[src/hw/rtl/cpfp_pkg.sv]
// Shared types, field codes and constants for the context packet field parser.
// Used by cpfp_seek, cpfp_outq and context_packet_field_parser; no dependencies.
package cpfp_pkg;

  typedef struct packed {
    logic [31:0] word;
    logic        end_of_packet;
  } in_beat_t;

  typedef struct packed {
    logic [3:0]  kind;
    logic [63:0] value;
    logic        last_of_run;
  } out_beat_t;

  typedef struct packed {
    logic        found;
    logic [4:0]  pos;
    logic [31:0] skip_add;
  } seek_res_t;

  localparam logic [3:0] KIND_BANDWIDTH   = 4'd0;
  localparam logic [3:0] KIND_IF_FREQ     = 4'd1;
  localparam logic [3:0] KIND_RF_FREQ     = 4'd2;
  localparam logic [3:0] KIND_REF_LEVEL   = 4'd3;
  localparam logic [3:0] KIND_GAIN        = 4'd4;
  localparam logic [3:0] KIND_SAMPLE_RATE = 4'd5;
  localparam logic [3:0] KIND_TEMPERATURE = 4'd6;
  localparam logic [3:0] KIND_COMPLETE    = 4'd7;
  localparam logic [3:0] KIND_SHORT_ERROR = 4'd8;

  localparam logic [4:0] POS_BANDWIDTH   = 5'd29;
  localparam logic [4:0] POS_IF_FREQ     = 5'd28;
  localparam logic [4:0] POS_RF_FREQ     = 5'd27;
  localparam logic [4:0] POS_REF_LEVEL   = 5'd24;
  localparam logic [4:0] POS_GAIN        = 5'd23;
  localparam logic [4:0] POS_SAMPLE_RATE = 5'd21;
  localparam logic [4:0] POS_TEMPERATURE = 5'd18;
  localparam logic [4:0] POS_GPS_ASCII   = 5'd9;
  localparam logic [4:0] POS_ASSOC_LIST  = 5'd8;

  localparam logic [31:0] SKIP_BITS = 32'hC65B_FF00;
  localparam int unsigned LOW_WALK_BIT = 8;

  function automatic logic [3:0] field_size(input logic [4:0] pos);
    logic [3:0] sz;
    case (pos)
      5'd30, 5'd24, 5'd23, 5'd22, 5'd19, 5'd18, 5'd16, 5'd10: sz = 4'd1;
      5'd29, 5'd28, 5'd27, 5'd26, 5'd25, 5'd21, 5'd20, 5'd17,
      5'd15, 5'd9, 5'd8: sz = 4'd2;
      5'd14, 5'd13: sz = 4'd11;
      5'd12, 5'd11: sz = 4'd13;
      default: sz = 4'd0;
    endcase
    return sz;
  endfunction

endpackage

[src/hw/rtl/cpfp_seek.sv]
// Indicator walk: finds the next announced field at or below a start bit.
// Also reports the skipped-field bits passed on the way. Uses cpfp_pkg.
module cpfp_seek (
  input  logic [31:0]          presence,
  input  logic [4:0]           top,
  output cpfp_pkg::seek_res_t  res
);

  always_comb begin
    logic hit;
    hit = 1'b0;
    res = '0;
    for (int b = 31; b >= int'(cpfp_pkg::LOW_WALK_BIT); b--) begin
      if (!hit && (b <= int'(top)) && presence[b]) begin
        if (cpfp_pkg::SKIP_BITS[b]) begin
          res.skip_add[b] = 1'b1;
        end
        if (cpfp_pkg::field_size(5'(b)) != 4'd0) begin
          hit       = 1'b1;
          res.found = 1'b1;
          res.pos   = 5'(b);
        end
      end
    end
  end

endmodule

[src/hw/rtl/cpfp_outq.sv]
// Four-entry result queue that takes up to two beats per cycle and gives one
// while out_ready is high. Uses cpfp_pkg for the result beat type.
module cpfp_outq (
  input  logic                 clk,
  input  logic                 rst_n,
  input  logic                 push0,
  input  logic                 push1,
  input  cpfp_pkg::out_beat_t  din0,
  input  cpfp_pkg::out_beat_t  din1,
  output logic                 room2,
  output logic                 out_valid,
  input  logic                 out_ready,
  output cpfp_pkg::out_beat_t  out_data
);

  cpfp_pkg::out_beat_t mem_r [4];
  logic [1:0] wr_r;
  logic [1:0] rd_r;
  logic [2:0] cnt_r;
  logic [1:0] n_push;
  logic       pop;

  assign n_push    = {1'b0, push0} + {1'b0, push1};
  assign out_valid = (cnt_r != 3'd0);
  assign pop       = out_valid & out_ready;
  assign room2     = (cnt_r <= 3'd2);
  assign out_data  = mem_r[rd_r];

  always_ff @(posedge clk) begin
    if (!rst_n) begin
      wr_r  <= '0;
      rd_r  <= '0;
      cnt_r <= '0;
    end else begin
      wr_r  <= wr_r + n_push;
      rd_r  <= rd_r + {1'b0, pop};
      cnt_r <= cnt_r + {1'b0, n_push} - {2'b0, pop};
    end
  end

  always_ff @(posedge clk) begin
    if (push0) begin
      mem_r[wr_r] <= din0;
    end
    if (push1) begin
      mem_r[wr_r + 2'd1] <= din1;
    end
  end

endmodule

[src/hw/rtl/context_packet_field_parser.sv]
// Top level of the context packet field parser. Uses cpfp_pkg, cpfp_seek, cpfp_outq.
// Each input beat is decoded in the cycle it is accepted and its results are queued.
// Results are registered in the result queue before they reach out_data.
// Throughput: one input beat per cycle while the queue has two free entries; it drains
// one result per cycle while out_ready is high, so two-result beats slow input.
// Reset: rst_n clears the parse state to awaiting an indicator and empties the queue.
module context_packet_field_parser (
  input  logic                 clk,
  input  logic                 rst_n,
  input  logic                 in_valid,
  output logic                 in_ready,
  input  cpfp_pkg::in_beat_t   in_data,
  output logic                 out_valid,
  input  logic                 out_ready,
  output cpfp_pkg::out_beat_t  out_data
);

  typedef enum logic [1:0] {
    PH_AWAIT,
    PH_FIELD,
    PH_COUNTED,
    PH_DRAIN
  } phase_t;

  phase_t      phase_r, phase_nxt;
  logic [31:0] presence_r, presence_nxt;
  logic [31:0] skipped_r, skipped_nxt;
  logic [4:0]  pos_r, pos_nxt;
  logic [31:0] words_left_r, words_left_nxt;
  logic [31:0] high_r, high_nxt;

  logic                 accept;
  logic                 room2;
  logic [31:0]          seek_pres;
  logic [31:0]          seek_base;
  logic [4:0]           seek_top;
  cpfp_pkg::seek_res_t  seek_res;
  logic [63:0]          wide;
  logic [63:0]          rounded;
  logic [31:0]          assoc_count;
  logic [31:0]          async_words;
  logic                 push0, push1;
  cpfp_pkg::out_beat_t  res0, res1;

  assign accept = in_valid & in_ready;
  assign in_ready = room2;

  assign seek_pres = (phase_r == PH_AWAIT) ? in_data.word : presence_r;
  assign seek_base = (phase_r == PH_AWAIT) ? 32'd0 : skipped_r;
  assign seek_top  = (phase_r == PH_AWAIT) ? 5'd31 : pos_r - 5'd1;

  cpfp_seek u_seek (
    .presence (seek_pres),
    .top      (seek_top),
    .res      (seek_res)
  );

  assign wide        = {high_r, in_data.word};
  assign rounded     = {20'd0, wide[63:20] + {43'd0, wide[19]}};
  assign async_words = in_data.word[15] ? {16'd0, in_data.word[14:0], 1'b0}
                                        : {17'd0, in_data.word[14:0]};
  assign assoc_count = async_words + {16'd0, in_data.word[31:16]}
                     + {23'd0, high_r[8:0]} + {23'd0, high_r[24:16]};

  always_comb begin
    logic        do_seek;
    logic        fr_valid;
    logic [3:0]  fr_kind;
    logic [63:0] fr_value;
    logic        cmp_valid;
    logic        err_valid;
    logic [31:0] count;
    logic [31:0] wl_dec;
    cpfp_pkg::out_beat_t fr_beat, cmp_beat, err_beat;

    phase_nxt      = phase_r;
    presence_nxt   = presence_r;
    skipped_nxt    = skipped_r;
    pos_nxt        = pos_r;
    words_left_nxt = words_left_r;
    high_nxt       = high_r;
    do_seek        = 1'b0;
    fr_valid       = 1'b0;
    fr_kind        = cpfp_pkg::KIND_BANDWIDTH;
    fr_value       = '0;
    cmp_valid      = 1'b0;
    count          = '0;
    wl_dec         = (words_left_r != 32'd0) ? words_left_r - 32'd1 : 32'd0;

    case (phase_r)
      PH_AWAIT: begin
        presence_nxt = in_data.word;
        do_seek      = 1'b1;
      end
      PH_FIELD: begin
        words_left_nxt = wl_dec;
        if (wl_dec != 32'd0) begin
          high_nxt = in_data.word;
        end else begin
          case (pos_r)
            cpfp_pkg::POS_BANDWIDTH: begin
              fr_valid = 1'b1;
              fr_kind  = cpfp_pkg::KIND_BANDWIDTH;
              fr_value = rounded;
            end
            cpfp_pkg::POS_IF_FREQ: begin
              fr_valid = 1'b1;
              fr_kind  = cpfp_pkg::KIND_IF_FREQ;
              fr_value = rounded;
            end
            cpfp_pkg::POS_RF_FREQ: begin
              fr_valid = 1'b1;
              fr_kind  = cpfp_pkg::KIND_RF_FREQ;
              fr_value = rounded;
            end
            cpfp_pkg::POS_REF_LEVEL: begin
              fr_valid = 1'b1;
              fr_kind  = cpfp_pkg::KIND_REF_LEVEL;
              fr_value = {32'd0, in_data.word};
            end
            cpfp_pkg::POS_GAIN: begin
              fr_valid = 1'b1;
              fr_kind  = cpfp_pkg::KIND_GAIN;
              fr_value = {32'd0, in_data.word};
            end
            cpfp_pkg::POS_SAMPLE_RATE: begin
              fr_valid = 1'b1;
              fr_kind  = cpfp_pkg::KIND_SAMPLE_RATE;
              fr_value = rounded;
            end
            cpfp_pkg::POS_TEMPERATURE: begin
              fr_valid = 1'b1;
              fr_kind  = cpfp_pkg::KIND_TEMPERATURE;
              fr_value = {32'd0, in_data.word};
            end
            cpfp_pkg::POS_GPS_ASCII: begin
              count = in_data.word;
            end
            cpfp_pkg::POS_ASSOC_LIST: begin
              count = assoc_count;
            end
            default: begin
            end
          endcase
          if (count != 32'd0) begin
            words_left_nxt = count;
            phase_nxt      = PH_COUNTED;
          end else begin
            do_seek = 1'b1;
          end
        end
      end
      PH_COUNTED: begin
        words_left_nxt = wl_dec;
        if (wl_dec == 32'd0) begin
          do_seek = 1'b1;
        end
      end
      PH_DRAIN: begin
      end
      default: begin
        phase_nxt = PH_AWAIT;
      end
    endcase

    if (do_seek) begin
      skipped_nxt = seek_base | seek_res.skip_add;
      if (seek_res.found) begin
        pos_nxt        = seek_res.pos;
        words_left_nxt = {28'd0, cpfp_pkg::field_size(seek_res.pos)};
        phase_nxt      = PH_FIELD;
      end else begin
        cmp_valid = 1'b1;
        phase_nxt = PH_DRAIN;
      end
    end

    err_valid = in_data.end_of_packet
              && ((phase_nxt == PH_FIELD) || (phase_nxt == PH_COUNTED));
    if (in_data.end_of_packet) begin
      phase_nxt = PH_AWAIT;
    end

    fr_beat  = '{kind: fr_kind, value: fr_value, last_of_run: 1'b0};
    cmp_beat = '{kind: cpfp_pkg::KIND_COMPLETE,
                 value: {32'd0, seek_pres & ~skipped_nxt}, last_of_run: 1'b0};
    err_beat = '{kind: cpfp_pkg::KIND_SHORT_ERROR, value: 64'd0, last_of_run: 1'b0};

    push0 = accept & (fr_valid | cmp_valid | err_valid);
    push1 = accept & fr_valid & (cmp_valid | err_valid);
    if (fr_valid) begin
      res0 = fr_beat;
    end else if (cmp_valid) begin
      res0 = cmp_beat;
    end else begin
      res0 = err_beat;
    end
    res1 = cmp_valid ? cmp_beat : err_beat;
    res0.last_of_run = ~push1;
    res1.last_of_run = 1'b1;
  end

  always_ff @(posedge clk) begin
    if (!rst_n) begin
      phase_r      <= PH_AWAIT;
      presence_r   <= '0;
      skipped_r    <= '0;
      pos_r        <= 5'd31;
      words_left_r <= '0;
      high_r       <= '0;
    end else if (accept) begin
      phase_r      <= phase_nxt;
      presence_r   <= presence_nxt;
      skipped_r    <= skipped_nxt;
      pos_r        <= pos_nxt;
      words_left_r <= words_left_nxt;
      high_r       <= high_nxt;
    end
  end

  cpfp_outq u_outq (
    .clk       (clk),
    .rst_n     (rst_n),
    .push0     (push0),
    .push1     (push1),
    .din0      (res0),
    .din1      (res1),
    .room2     (room2),
    .out_valid (out_valid),
    .out_ready (out_ready),
    .out_data  (out_data)
  );

endmodule
[config.mk]
export PLATFORM = sky130hd
export DESIGN_NAME = context_packet_field_parser
export DESIGN_NICKNAME = d
export VERILOG_FILES = /design/src/hw/rtl/cpfp_pkg.sv /design/src/hw/rtl/cpfp_seek.sv /design/src/hw/rtl/cpfp_outq.sv /design/src/hw/rtl/context_packet_field_parser.sv
export SDC_FILE = /design/constraint.sdc
export NUM_CORES = 1
export LEC_CHECK = 0
export ABC_AREA = 1
export BUFFER_PORTS_ARGS = -buffer_cell sky130_fd_sc_hd__buf_4
export CAP_MARGIN = 20
export CORE_MARGIN = 2
export CORE_UTILIZATION = 40
export CTS_CLUSTER_SIZE = 24
export DETAILED_ROUTE_END_ITERATION = 8
export PLACE_DENSITY = 0.59
export RECOVER_POWER = 100
export SLEW_MARGIN = 20
export SYNTH_ARGS = -nofsm -noshare
export SYNTH_HDL_FRONTEND = slang
export SYNTH_SLANG_ARGS = --single-unit
export TNS_END_PERCENT = 5
[constraint.sdc]
create_clock -name clk -period 11.5 [get_ports clk]
set_input_delay 2.3 -clock clk [delete_from_list [all_inputs] [get_ports clk]]
set_output_delay 2.3 -clock clk [all_outputs]
set_load 0.01 [all_outputs]
# [Word level (Yosys, flattened, before mapping)]
# Memory sizes are Yosys's and may differ from the RTL's. A register that Yosys moved wholly into a read port is not among the register bits.
# Cells that the tools add are included.
[classes] addsub=12 n_lt_le_gt_ge=25 n_eq_ne=13 mux=176 bitwise_logic=12 reduce_logical=107
[ops] cell="$mux W32" n=10
[ops] cell="$mux W6" n=47
[ops] cell="$mux W69" n=2
[ops] cell="$pmux W32 S2" n=2
[ops] cell="$mux W4" n=24
[ops] cell="$reduce_bool A32 Y1" n=3
[ops] cell="$reduce_bool A4 Y1" n=24
[ops] cell="$mux W44" n=2
[ops] cell="$pmux W44 S2" n=1
[ops] cell="$le A5 B5 Y1 const A" n=16
[ops] cell="$mux W1" n=74
[ops] cell="$logic_and A1 B1 Y1" n=48
[ops] cell="$add A44 B1 Y44" n=1
[ops] cell="$le A4 B5 Y1 const A" n=8
[ops] cell="$eq A5 B5 Y1 const B" n=7
[ops] cell="$and A32 B32 Y32" n=1
[ops] cell="$logic_not A32 Y1" n=1
[ops] cell="$not A32 Y32" n=1
[ops] cell="$or A32 B32 Y32" n=1
[ops] cell="$sub A32 B1 Y32 const B" n=1
[ops] cell="$logic_not A1 Y1" n=23
[ops] cell="$add A18 B9 Y19" n=1
[ops] cell="$add A17 B9 Y18" n=1
[ops] cell="$pmux W3 S6" n=1
[ops] cell="28 further kinds" n=45
[word_totals] regBits=142 mem_bits_rw=276 mem_bits_ro=128 in_bits=37 output_inout_bits=71 word_cells=356 n_memories=2
[memory_table] name="u_outq.mem_r" words=4 word_bits=69 rd=1 rd_ports_with_merged_regs=1 wr=2 line_no="cpfp_outq.sv:16" source="cpfp_pkg::out_beat_t mem_r [4];"
[memory_table] name="(no name shown)" words=32 word_bits=4 rd=1 rd_ports_with_merged_regs=0 wr=0 line_no="cpfp_pkg.sv:47" source="case (pos)"

# [Logic depth before layout (Yosys ltp)]
[logic_depth] word_depth=179 mapped_depth=39 mapped_depth_nobuf=38

# [Cells and area by module]
# From an unflattened synthesis, not the netlist that was laid out.
[unflattened] cells_unflattened=4053 area_unflattened_um2=28115.7
[by_module_without_submodules] mod="cpfp_outq" n_inst=1 cells_each=1546 area_each_um2=14267.4 seq_area_each_um2=8428.1
[by_module_without_submodules] mod="context_packet_field_parser" n_inst=1 cells_each=2332 area_each_um2=13002.5 seq_area_each_um2=2702.6
[by_module_without_submodules] mod="cpfp_seek" n_inst=1 cells_each=175 area_each_um2=845.8 seq_area_each_um2=0.0

# [Worst setup path after synthesis]
# OpenSTA, ideal clock, no wires.
[synth_path] path_type="input-to-reg" from="input in_data[18] (netlist name)" to="register u_outq.cnt_r[2]" arrival_time_ps=7262 slack_ps=4110 path_stages=37 path_buffers=1 path_cell_list="fa_1 > inv_1 > fa_1 > inv_1 > ha_1 > fa_1 > nand2_1 > inv_1 > nor2_1 > o21bai_1 > nand2_1 > nand2_1 > nand3_1 > nand2_1 > a22oi_1 > inv_1 > nor3_1 > nand3_1 > nor2_1 > nand2_1 > nand3_1 > nand2_2 > inv_2 > nand2_2 > nand2_4 > inv_2 > nand2_8 > buf_2 > nand2_1 > inv_1 > ha_1 > inv_1 > ha_1 > fa_1 > xor2_1 > inv_1 > nor2_1"
[synth_between] elab_chain_cells=49
[synth_rtl] item="start, declared" line_no="context_packet_field_parser.sv:12" source="input cpfp_pkg::in_beat_t in_data,"
[synth_rtl] item="branches (longest 46 deep; another with $add A18 B9 Y19)"
[synth_rtl] item="$add A1 B1 Y2 (*)" line_no="cpfp_outq.sv:23" source="assign n_push = {1'b0, push0} + {1'b0, push1};"
[synth_rtl] item="$add A3 B2 Y3 (*)" line_no="cpfp_outq.sv:37" source="cnt_r <= cnt_r + {1'b0, n_push} - {2'b0, pop};"
[synth_rtl] item="$sub A3 B1 Y3 (*)" line_no="cpfp_outq.sv:37"
[synth_rtl] item="end signal, assigned" line_no="cpfp_outq.sv:37"
[synth_rtl] item="end, declared" line_no="cpfp_outq.sv:19" source="logic [2:0] cnt_r;"
# Mark *: on every way between the ends. The select of a mux whose other input is x is not followed.
# A chain may end at the register's enable or synchronous reset.

==> flow_metrics.env <==
export IMPL_fraction_of_layout_cells_with_a_size_suffix_above_1_pct=5.88
export IMPL_tritoncts_sinks=338
export IMPL_cts_hold_repair_buffers=0
export IMPL_grt_pass1_vias=21300
export IMPL_worstMarginPinSlew_ps=4430
export IMPL_layout_worst_path_cycle_share_pct=86.4
export IMPL_timing_clock_skew_ps=21.5
export IMPL_vdd_ir_drop_max_mv=0.112
export IMPL_max_cap_violations=7
export IMPL_grt_setup_unrepaired="false"
export IMPL_netlist_cell_type_count=61
export IMPL_synth_yosys_seq_area_share_pct=36.8
export IMPL_die_width_um=240
export IMPL_worst_slew_margin_rel_pct=-195
export IMPL_yosys_warnings=0
export IMPL_placementRows=86
export IMPL_grtUsageTotal_pct=30.3
export IMPL_initial_core_util_pct=40.5
export IMPL_antenna_diode_count=0
export IMPL_wl_per_cell_um=22.5
export IMPL_netlist_top_cells_area="sky130_fd_sc_hd__edfxtp_1 (19%), sky130_fd_sc_hd__dfxtp_1 (17%), sky130_fd_sc_hd__nand2_1 (9.7%)"
export IMPL_gp_congestion=0.989
export IMPL_cts_repair_timing_setup_buffer_count=0
export IMPL_post_synth_top_area_cell="sky130_fd_sc_hd__edfxtp_1"
export IMPL_clock_latency_ps=590
export IMPL_post_synth_instance_area_um2=22300
export IMPL_p_per_area_nw_per_um2=174
export IMPL_worstPathArrival_ps=10260
export IMPL_cts_buffers=41
export IMPL_total_count_of_hold_check_failures_in_the_final_report=0
export IMPL_timing_final_max_slew_violations=450
export IMPL_synthCells=3163
export IMPL_cts_root_buffer_cell="sky130_fd_sc_hd__clkbuf_16"
export IMPL_fmax_mhz=101
export IMPL_critPathMostFrequentCell="sky130_fd_sc_hd__nand2_1"
export IMPL_synth_top_cell_area_share_pct=19.4
export IMPL_critPathSlowestCell="sky130_fd_sc_hd__clkinvlp_2"
export IMPL_postSynthRegisterBits=338
export IMPL_vias_after_detailed_routing=22800
export IMPL_top_level_ports=108
export IMPL_cts_tree="yes"
export IMPL_run_status="finished, violations left"
export IMPL_layout_min_cycle_time_ps=9930
export IMPL_post_synth_cell_area_avg_um2=7.05
export IMPL_n_fill_cell=5702
export IMPL_drt_wl_total_mm=88.2
export IMPL_critical_path_peak_fanout=36
export IMPL_fp_dieArea_um2=57600
export IMPL_tns_ps=0
export IMPL_critPathKind="input port to flip-flop"
export IMPL_layout_core_utilization_pct=44.2
export IMPL_final_antenna_net_count=0
export IMPL_dp_wirelength_mm=62.8
export IMPL_grt_max_degree=99
export IMPL_synth_edf_count=144
export IMPL_violated_checks="max-capacitance violations, max-slew violations"
export IMPL_buffer_ports_inserted=87
export IMPL_synth_flop_cell="sky130_fd_sc_hd__dfxtp_1"
export IMPL_start_kind="input port"
export IMPL_core_area_um2=55100
export IMPL_cp_data_required_time_ps=11820
export IMPL_place_worst_setup_slack_ps=2240
export IMPL_grt_overflow_total=0
export IMPL_grt_antenna_before_repair=0
export IMPL_setup_violations=0
export IMPL_worst_setup_hold_path_clk_slew_ps=60
export IMPL_die_y_um=240
export IMPL_dr_first_iter_drc_count=2851
export IMPL_critical_path_sink_type="flip-flop"
export IMPL_synthTopCellsByCount="sky130_fd_sc_hd__nand2_1 (577), sky130_fd_sc_hd__o21ai_0 (379), sky130_fd_sc_hd__nor2_1 (355)"
export IMPL_post_drt_via_cell_ratio=5.80
export IMPL_total_nets_final=3255
export IMPL_flow_area_growth_from_synthesis_pct=9.16
export IMPL_power_leakage_uw=0.0103
export IMPL_timing_final_ws_setup_ps=1570
export IMPL_drt_pass1_iterations=6
export IMPL_clock_path_buffers=3
export IMPL_post_cts_resized=0
export IMPL_route_detailed_drc=0
export IMPL_cp_max_stage_delay_ps=1380
export IMPL_htree_levels=2
export IMPL_synthMostInstantiatedCell="sky130_fd_sc_hd__nand2_1"
export IMPL_wire_length_of_the_first_global_routing_pass_mm=133
export IMPL_asyncSetResetFlopFracSynth_pct=0
export IMPL_holdCritPathClass="flip-flop to flip-flop"
[path summary, 6_finish.rpt]
check	from	endpoint	slack, ps	depth (start not counted)
max	in_data[18]	u_outq.mem_r[2][31]	1570	32
min	skipped_r[0]	skipped_r[0]	460	2
max reg2reg	high_r[17]	u_outq.mem_r[2][31]	3070	31
min reg2reg	skipped_r[0]	skipped_r[0]	460	2
[cell type report]
cell class / instances / area (um2) / area share, %
Multi-Input combinational cell: 2302 / 11900 / 48.9
Sequential cell: 338 / 8210 / 33.7
Inverter: 348 / 1310 / 5.38
Clock buffer: 49 / 1070 / 4.38
Tap cell: 748 / 936 / 3.85
Timing Repair Buffer: 118 / 696 / 2.86
Clock inverter: 27 / 211 / 0.869
[report_power, final]
| part | internal, uW | switching [uW] | leakage (uW) |
|---|---|---|---|
| sequential | 1350 | 80.2 | 0.00299 |
| clock | 712 | 550 | 0.000613 |
| combinational | 440 | 1110 | 0.00665 |
[logic make-up after synthesis]
group	count (synthesis)	synth area share [%]
and+or+nand+nor	1369	27.5
DFF	338	36.8
adders and majority gates	69	4.55
AOI/OAI and AO/OA	825	20.3
xor gates and xnor gates	18	0.707
other	1	0.0168
muxes	1	0.0449
buffers and inverters	542	10.0
[critical path: cells and delay by family]
family	cells	cell delay [ps]
and+or+nand+nor	18	3660
buffers and inverters	6	2050
adders and majority gates	4	1770
AOI/OAI and AO/OA	4	460
[layer usage]
metal / track usage, % / vias up / share of wire [%]
li1: - / 10700 / -
met1: 41.3 / 10800 / 42
met5: 0 / - / 0
met4: 14.4 / 0 / 5.3
met2: 47.3 / 1083 / 44
met3: 4.44 / 209 / 8.0
[sequential cells by signal, summed over array words and instances, names as in the netlist]
signal and cells:
high_r 32, phase_r 2, pos_r 5, presence_r 32
skipped_r 32, u_outq.cnt_r 3, u_outq.mem_r 196, u_outq.rd_r 2
u_outq.wr_r 2, words_left_r 32
[cells in the final DEF, fill, tap and decap left out, drive strengths merged, types with 23 or more instances in the layout]
master    n
o211ai   38
buf      59
o22ai    80
nand2   585
clkbuf  108
nor2    371
inv     342
o21ai   434
ha       49
nand4    73
nand3   263
dfxtp   194
a211oi   24
nor3     33
clkinv   23
edfxtp  144
a21oi   198
[per-stage QoR]
stage | cells | power, uW | hold slack (ps) | cell area (um2)
CTS | 3928 | 4280 | 456 | 24500
floorplan | 3182 | 2460 | 431 | 22400
global route | 3930 | 4480 | 471 | 24300
finish | 3930 | 4240 | 456 | 24300
detailed placement | 3852 | 3020 | 446 | 23300
global placement | 3852 | 3010 | 442 | 23300
(Power assumes the default switching activity.)
